<file path="config.mk">
export PLATFORM = sky130hd
export DESIGN_NAME = mouse_packet_position_tracker
export DESIGN_NICKNAME = d
export VERILOG_FILES = /design/src/hw/rtl/mppt_pkg.sv /design/src/hw/rtl/mouse_packet_position_tracker.sv
export SDC_FILE = /design/constraint.sdc
export NUM_CORES = 1
export LEC_CHECK = 0
export BUFFER_PORTS_ARGS = -buffer_cell sky130_fd_sc_hd__buf_2
export CAP_MARGIN = 20
export CORE_MARGIN = 2
export CORE_UTILIZATION = 46
export CTS_CLUSTER_DIAMETER = 30
export DETAILED_ROUTE_END_ITERATION = 7
export PLACE_DENSITY = 0.77
export SLEW_MARGIN = 10
export SYNTH_ARGS = -nofsm -noshare
export SYNTH_HDL_FRONTEND = slang
export SYNTH_SLANG_ARGS = --single-unit
</file>
<file path="constraint.sdc">
create_clock -name clk -period 4.1 [get_ports clk]
set_clock_uncertainty 0.1 [all_clocks]
set_input_delay 0 -clock clk [delete_from_list [all_inputs] [get_ports clk]]
set_output_delay 0 -clock clk [all_outputs]
set_load 0.01 [all_outputs]
</file>
<file path="src/hw/rtl/mppt_pkg.sv">
// Shared constants for the mouse packet position tracker.
`default_nettype none

package mppt_pkg;

  // Widths fixed by the interface.
  localparam int unsigned BYTE_W  = 8;
  localparam int unsigned FIELD_W = 12;

  // Default coordinate width of the cursor registers.
  localparam int unsigned COORD_BITS_DEF = 12;

  // Bit positions inside the head byte.
  localparam int unsigned ALIGN_BIT  = 3;
  localparam int unsigned BTN_LEFT   = 0;
  localparam int unsigned BTN_RIGHT  = 1;
  localparam int unsigned BTN_MIDDLE = 2;

  // Configuration register indexes.
  localparam int unsigned CFG_IDX_W = 1;
  localparam logic [CFG_IDX_W-1:0] CFG_X_LIMIT = 1'd0;
  localparam logic [CFG_IDX_W-1:0] CFG_Y_LIMIT = 1'd1;

  // Reset values.
  localparam logic [FIELD_W-1:0] X_LIMIT_RESET = 12'd799;
  localparam logic [FIELD_W-1:0] Y_LIMIT_RESET = 12'd599;
  localparam int unsigned X_START = 400;
  localparam int unsigned Y_START = 300;

endpackage

`default_nettype wire

</file>
<file path="src/hw/rtl/mouse_packet_position_tracker.sv">
// Mouse packet position tracker: packet assembly, cursor update and result register.
// The result of a packet is on out_valid in the cycle after its third byte transfers.
// One byte per cycle is taken while in_stall is low; add-and-clamp logic sits before the result register.
// A completed packet waits only while the result register is still held by out_stall.
// Synchronous active-low reset: phase 0, cursor at (400, 300), limits 799 and 599,
// result register empty.
`default_nettype none

module mouse_packet_position_tracker #(
  parameter int unsigned COORD_BITS = mppt_pkg::COORD_BITS_DEF
) (
  input  wire logic                               clk,
  input  wire logic                               rst_n,
  // Input channel.
  input  wire logic                               in_valid,
  output logic                                    in_stall,
  input  wire logic [mppt_pkg::BYTE_W-1:0]        in_rx_byte,
  // Result channel.
  output logic                                    out_valid,
  input  wire logic                               out_stall,
  output logic [mppt_pkg::FIELD_W-1:0]            out_pos_x,
  output logic [mppt_pkg::FIELD_W-1:0]            out_pos_y,
  output logic                                    out_left_pressed,
  output logic                                    out_right_pressed,
  output logic                                    out_middle_pressed,
  // Configuration port.
  input  wire logic                               cfg_wr_en,
  input  wire logic [mppt_pkg::CFG_IDX_W-1:0]     cfg_index,
  input  wire logic [mppt_pkg::FIELD_W-1:0]       cfg_data
);

  localparam int unsigned FW = mppt_pkg::FIELD_W;
  localparam int unsigned BW = mppt_pkg::BYTE_W;
  // Signed working width: holds the wider of coordinate and limit plus sign and carry.
  localparam int unsigned SW = ((COORD_BITS > FW) ? COORD_BITS : FW) + 2;

  localparam logic [1:0] PH_HEAD = 2'd0;
  localparam logic [1:0] PH_DX   = 2'd1;
  localparam logic [1:0] PH_DY   = 2'd2;

  localparam logic [SW-1:0] COORD_MAX = SW'((64'd1 << COORD_BITS) - 64'd1);
  localparam logic [COORD_BITS-1:0] X_RST = COORD_BITS'(mppt_pkg::X_START);
  localparam logic [COORD_BITS-1:0] Y_RST = COORD_BITS'(mppt_pkg::Y_START);

  logic [1:0]            phase_r, phase_nxt;
  logic [BW-1:0]         head_r, head_nxt;
  logic [BW-1:0]         dx_r, dx_nxt;
  logic [COORD_BITS-1:0] cur_x_r, cur_x_nxt;
  logic [COORD_BITS-1:0] cur_y_r, cur_y_nxt;
  logic [FW-1:0]         x_limit_r, y_limit_r;

  logic                  out_valid_r, out_valid_nxt;
  logic [FW-1:0]         pos_x_r, pos_y_r;
  logic                  left_r, right_r, middle_r;

  logic                  in_xfer, out_xfer, pkt_done;
  logic signed [SW-1:0]  sum_x, sum_y;
  logic [SW-1:0]         lim_x, lim_y;
  logic [SW-1:0]         clamp_x, clamp_y;

  // A completing packet needs the result register free (or emptying this cycle).
  assign in_stall = (phase_r == PH_DY) && out_valid_r && out_stall;
  assign in_xfer  = in_valid && !in_stall;
  assign out_xfer = out_valid_r && !out_stall;
  assign pkt_done = in_xfer && (phase_r == PH_DY);

  // Limits wider than the coordinate saturate to its largest value.
  always_comb begin
    lim_x = (SW'(x_limit_r) > COORD_MAX) ? COORD_MAX : SW'(x_limit_r);
    lim_y = (SW'(y_limit_r) > COORD_MAX) ? COORD_MAX : SW'(y_limit_r);
  end

  // Y grows downward, so the Y delta is subtracted.
  always_comb begin
    sum_x = $signed(SW'(cur_x_r)) + SW'($signed(dx_r));
    sum_y = $signed(SW'(cur_y_r)) - SW'($signed(in_rx_byte));
    if (sum_x < 0) begin
      clamp_x = '0;
    end else if ($unsigned(sum_x) > lim_x) begin
      clamp_x = lim_x;
    end else begin
      clamp_x = $unsigned(sum_x);
    end
    if (sum_y < 0) begin
      clamp_y = '0;
    end else if ($unsigned(sum_y) > lim_y) begin
      clamp_y = lim_y;
    end else begin
      clamp_y = $unsigned(sum_y);
    end
  end

  always_comb begin
    phase_nxt = phase_r;
    head_nxt  = head_r;
    dx_nxt    = dx_r;
    cur_x_nxt = cur_x_r;
    cur_y_nxt = cur_y_r;
    if (in_xfer) begin
      case (phase_r)
        PH_DX: begin
          dx_nxt    = in_rx_byte;
          phase_nxt = PH_DY;
        end
        PH_DY: begin
          cur_x_nxt = clamp_x[COORD_BITS-1:0];
          cur_y_nxt = clamp_y[COORD_BITS-1:0];
          phase_nxt = PH_HEAD;
        end
        default: begin
          // Looking for a head byte; one without the alignment bit is dropped.
          if (in_rx_byte[mppt_pkg::ALIGN_BIT]) begin
            head_nxt  = in_rx_byte;
            phase_nxt = PH_DX;
          end else begin
            phase_nxt = PH_HEAD;
          end
        end
      endcase
    end
  end

  always_comb begin
    out_valid_nxt = out_valid_r;
    if (pkt_done) begin
      out_valid_nxt = 1'b1;
    end else if (out_xfer) begin
      out_valid_nxt = 1'b0;
    end
  end

  always_ff @(posedge clk) begin
    if (!rst_n) begin
      phase_r     <= PH_HEAD;
      head_r      <= '0;
      dx_r        <= '0;
      cur_x_r     <= X_RST;
      cur_y_r     <= Y_RST;
      x_limit_r   <= mppt_pkg::X_LIMIT_RESET;
      y_limit_r   <= mppt_pkg::Y_LIMIT_RESET;
      out_valid_r <= 1'b0;
    end else begin
      phase_r     <= phase_nxt;
      head_r      <= head_nxt;
      dx_r        <= dx_nxt;
      cur_x_r     <= cur_x_nxt;
      cur_y_r     <= cur_y_nxt;
      out_valid_r <= out_valid_nxt;
      if (cfg_wr_en) begin
        case (cfg_index)
          mppt_pkg::CFG_X_LIMIT: x_limit_r <= cfg_data;
          mppt_pkg::CFG_Y_LIMIT: y_limit_r <= cfg_data;
          default: ;
        endcase
      end
    end
  end

  // Result payload; it loads only on a completed packet, which never lands on a held result.
  always_ff @(posedge clk) begin
    if (pkt_done) begin
      pos_x_r  <= clamp_x[FW-1:0];
      pos_y_r  <= clamp_y[FW-1:0];
      left_r   <= head_r[mppt_pkg::BTN_LEFT];
      right_r  <= head_r[mppt_pkg::BTN_RIGHT];
      middle_r <= head_r[mppt_pkg::BTN_MIDDLE];
    end
  end

  assign out_valid          = out_valid_r;
  assign out_pos_x          = pos_x_r;
  assign out_pos_y          = pos_y_r;
  assign out_left_pressed   = left_r;
  assign out_right_pressed  = right_r;
  assign out_middle_pressed = middle_r;

  // The input is held back only for a third byte facing a full, stalled result register.
  a_stall_cause: assert property (@(posedge clk) disable iff (!rst_n)
    in_stall |-> (out_valid_r && out_stall && phase_r == PH_DY))
    else $error("input stalled without a blocked packet result");

  // Every transfer of a third byte produces a result in the cycle after it.
  a_pkt_result: assert property (@(posedge clk) disable iff (!rst_n)
    pkt_done |=> (out_valid_r && phase_r == PH_HEAD))
    else $error("completed packet did not produce a result");

  // A pending result does not exceed the configured limits unless they are lowered while it is pending.
  a_pos_in_range: assert property (@(posedge clk) disable iff (!rst_n)
    out_valid_r |-> (out_pos_x <= x_limit_r && out_pos_y <= y_limit_r))
    else $error("cursor position beyond its limit");

endmodule

`default_nettype wire
</file>
==> results by stage <==
Outcome:
- The flow ran to the end, but the final reports show violations.
- The checks that failed: negative hold slack, negative setup slack.

Timing:
- The relative max-transition margin is 0.322.
- At the pin with the least slew margin, the transition time is roughly 1.0 ns.
- Setup violations remaining at the end of the flow were counted as 19.
- The worst hold slack is -0.00651 ns.
- In the finished design, the share of the clock period the worst path needs comes to 1.03.
- The max-slew violation count is 0.
- The top achievable clock speed is roughly 240 MHz.
- The count of final hold-check violations came to 2.
- The final worst-path setup slack is -0.113 ns.
- Setup repair after global routing could not meet its margin everywhere.
- Adding up every negative setup slack in the final design gives -1.02 ns.
- The worst path in the final design needs a cycle of about 4.2 ns, including I/O delays and setup.

Synth:
- For this run, the leading register cell type out of synthesis is dfxtp_1.
- Counting flops with a built-in enable in the synthesized netlist gives 27.
- When the netlist entered floorplanning its net count stood at roughly 760.
- The total number of yosys warnings is 0.
- Of all flip-flops after synthesis, the portion carrying an async set or reset was 0.
- Of the synthesized area, sequential elements account for 0.356.
- In this run, synthesis produced a sequential element count of 89.
- The gate count after technology mapping is between 600 and 700.
- The number of distinct library cell variants in the gate-level netlist after synthesis is between 60 and 70.
- Averaged over all synthesized cells, the footprint is 8.44 um2.
- The mapped netlist covers just under 6000 um2.

Clocking:
- For the worst-skew pair, the clock arrives at the later sink with an insertion delay of 0.34 ns.
- The register clock-pin slew on the reported worst setup and hold paths is ~0.070 ns.
- The sink count of the clock tree is 89.
- The cell at the root of the clock tree is clkbuf_16.
- Counting along the longest clock path gives a buffer depth of 2.
- The number of levels the H-tree was split into is 3.
- Counting the buffers created by CTS gives 9.
- The TritonCTS clock tree is built.

Routing:
- The number of iterations in the first detailed-routing pass is 5.
- The total detailed-routing wirelength is roughly 18000 um.
- The total via count in the routed design is about 5900.
- The detail route stage leaves a number of antenna-violating nets equal to 0.
- The routed length per placed instance is approximately 18 um.
- After detailed routing, the number of vias per cell comes to around 6.0.
- For this block, the initial DRC count from the detailed router was about 430.
- After detailed routing, the number of remaining DRC violations is 0.

Power:
- Of the total power, registers draw 0.395.
- The switching share of power is 0.294.
- Power spread over the standard cell area amounts to around 320 nW/um2.
- The switching power total is 0.714 mW.
- Of the total power, combinational logic draws 0.250.
- The internal power contribution is approximately 1.7 mW.
- The share of total power dissipated in the clock network is 0.356.
- IR analysis of the VDD net gives a maximum drop of between 0.0002 and 0.00025 V.
- The leakage power is 3.14 nW.

Placement:
- The placed instances occupy a cell area of approximately 6600 um2.
- The post-place setup slack is -0.205 ns.
- At the end of routability-driven placement, the weighted congestion stood at 0.891.
- Once detailed placement completed, the half-perimeter wirelength came to between 10000 and 15000 um.
- The number of port buffers is 54.

Finish:
- The net total in the final layout is between 800 and 900.
- After routing the design area is 7650 um2.
- The antenna diode count is 0.
- The layout overhead on the synthesized area is 32.6%.
- Of the cells placed in the final design, the portion with a size suffix greater than 1 is 0.278.

Floorplanning:
- The die area is roughly 13000 um2.
- During I/O placement, the number of pins put on the boundary was 55.
- The cell row count is 40.
- The effective utilization at floorplan is 0.477.
- The die span in y is 116 um.
- The total area inside the core boundary comes to between 10000 and 15000 um2.
- The die span in x is about 120 um.

GRT:
- The total routing usage reported by global routing is 0.252.
- The first-pass GRT wire length is about 27000 um.
- The maximum number of pins on one net before global-route repair is 51.
- The number of antenna violations at the first check in global routing is 0.
- The number of global-route vias before repair was about 5600.
- The global route total overflow is 0.

Setup path:
- The dominant delay contributor by cell family on the critical path is compound AO/OA/AOI/OAI gates.
- The capturing element type of the critical path is a flop.
- The data arrival at the endpoint of the critical path is between 4 and 5 ns.
- The kind of start point of the critical path is a flop.
- The combined buffer and inverter count along the critical path is 3.
- The largest fanout of any net on the critical path is 6.
- The worst-path cell with the longest stage delay is or4b_4.
- Traced cell by cell, the critical path runs through inv_1 -> ha_4 -> inv_1 -> fa_2 -> a211oi_2 -> o21bai_1 -> a21oi_2 -> o21ai_1 -> xnor2_1 -> ha_1 -> a21o_1 -> a221oi_4 -> and2_1 -> a211o_1 -> or4b_4 -> buf_6 -> nand3b_1 -> and3_4.
- The required time reported for the critical path endpoint is between 4 and 5 ns.
- The largest incremental delay on the critical path is approximately 0.53 ns.
- The type of the worst setup path is reg -> reg.
- The cell that appears most often on the critical path is inv_1.

Hold path:
- The worst hold-check path type is in -> reg.

Run:
- The tool flagged a number of max-cap violations equal to 0.
cells in the mapped netlist, types with 2 or more instances:
cell / n / area share
a211o_1: 4 / 0.0061
a211oi_1: 6 / 0.0078
a21boi_0: 15 / 0.020
a21o_1: 7 / 0.0091
a21oi_1: 56 / 0.049
a32o_1: 3 / 0.0052
and2_1: 6 / 0.0065
and3_1: 8 / 0.0087
buf_2: 4 / 0.0035
clkbuf_1: 28 / 0.018
dfxtp_1: 62 / 0.22
edfxtp_1: 27 / 0.14
fa_1: 2 / 0.0069
ha_1: 52 / 0.11
inv_1: 53 / 0.034
mux2i_1: 3 / 0.0052
nand2_1: 89 / 0.058
nand2b_1: 5 / 0.0054
nand3_1: 42 / 0.036
nand3b_1: 2 / 0.0026
nand4_1: 17 / 0.018
nor2_1: 28 / 0.018
nor2b_1: 13 / 0.014
nor3_1: 8 / 0.0069
nor4_1: 3 / 0.0033
o2111ai_1: 14 / 0.021
o211ai_1: 33 / 0.043
o21a_1: 3 / 0.0039
o21ai_0: 27 / 0.023
o21ai_2: 2 / 0.0030
o21bai_1: 3 / 0.0039
o22ai_1: 2 / 0.0022
o311ai_0: 5 / 0.0076
o31a_1: 2 / 0.0030
o41ai_1: 2 / 0.0030
or2_2: 4 / 0.0043
or4_1: 3 / 0.0039
xnor2_1: 15 / 0.023
xor2_1: 3 / 0.0046
per-stage QoR:
stage,hold WS (ns),instances,power (mW),util
after floorplan,0.0240,684,1.27,-
after global placement,0.135,933,1.41,0.543
after detailed placement,0.143,933,1.43,0.543
after CTS,0.00263,974,2.32,0.596
after global routing,0.00221,987,2.52,0.632
final,-0.00651,987,2.43,0.632
layout make-up:
class | instances | area (um2)
fill | 945 | 4460
multi-input combinational | 509 | 3780
sequential | 89 | 2060
timing repair buffer | 152 | 1090
clock buffer | 13 | 293
tap | 168 | 210
inverter | 53 | 199
clock inverter | 3 | 27.5
metal layers:
| layer | track usage | up-vias | wire [um] |
|---|---|---|---|
| li1 | - | 2770 | - |
| met1 | 0.296 | 2814 | 6870 |
| met2 | 0.446 | 280 | 9070 |
| met3 | 0.0413 | 84 | 1070 |
| met4 | 0.121 | 0 | 838 |
| met5 | 0 | - | 0 |
sequential cells by signal (all words and copies together), names as in the netlist:
signal	cells
cur_y_r	12
x_limit_r	12
out_pos_x	12
out_valid	1
head_r	3
out_pos_y	12
out_left_pressed	1
out_right_pressed	1
phase_r	2
dx_r	8
out_middle_pressed	1
y_limit_r	12
cur_x_r	12
what timing repair did:
action                                 4_1_cts  5_1_grt
resized for setup                           22       87
buffers inserted                             7       10
endpoints found under the hold margin       33        0
hold buffers                                18        0
pin swaps                                   12       49
gates cloned                                 0        1
setup endpoints to repair                   47       48
placed cells by master, fill, tap and decap left out, types with 4 or more instances in the layout:
master,Yosys,final
a211o_1,4,4
a211oi_2,0,4
a21boi_0,15,15
a21o_1,7,7
a21oi_1,56,45
a21oi_2,0,10
and2_1,6,6
and3_1,8,5
and3_4,1,4
buf_2,4,54
buf_4,0,70
buf_6,0,9
clkbuf_16,0,11
dfxtp_1,62,59
dlygate4sd3_1,0,18
edfxtp_1,27,27
ha_1,52,45
ha_4,0,6
inv_1,53,50
nand2_1,89,88
nand2b_1,5,4
nand3_1,42,41
nand4_1,17,17
nor2_1,28,26
nor2b_1,13,11
nor3_1,8,5
nor3_2,1,4
o2111ai_1,14,10
o2111ai_2,0,4
o211ai_1,33,33
o21ai_0,27,14
o21ai_2,2,11
xnor2_1,15,15
power groups by stage:
| stage | logic, mW | registers (mW) | clock network (mW) |
|---|---|---|---|
| 6_report | 0.606 | 0.959 | 0.864 |
| 3_3_place_gp | 0.435 | 0.977 | 0 |
| 3_5_place_dp | 0.450 | 0.978 | 0 |
| 4_1_cts | 0.492 | 0.958 | 0.867 |
| 2_1_floorplan | 0.301 | 0.972 | 0 |
| 5_1_grt | 0.651 | 0.961 | 0.906 |
final timing paths:
check | from | to | slack (ns) | cells after the start
max | cur_y_r[0]$_SDFFE_PN0P_ | out_pos_y[0]$_DFFE_PP_ | -0.11 | 18
min | cfg_index | x_limit_r[0]$_SDFFE_PN1P_ | -0.007 | 4
min reg2reg | head_r[0]$_SDFFE_PN0P_ | out_left_pressed$_DFFE_PP_ | 0.34 | 0
max reg2reg | cur_y_r[0]$_SDFFE_PN0P_ | out_pos_y[0]$_DFFE_PP_ | -0.11 | 18
worst min-delay path, delay by kind of cell:
kind	cells	cell delay [ns]
simple gates	3	0.28
buf+inv	1	0.10
kinds of logic after synthesis:
logic type               Yosys count  synth area share
adder cells (fa/ha/maj)           54             0.120
buffers and inverters             86            0.0568
multiplexers                       4           0.00715
AND/OR/NAND/NOR                  237             0.201
flip-flops                        89             0.356
AO/OA/AOI/OAI                    196             0.233
XOR/XNOR                          18            0.0273
Power figures use the tool's default switching activity.
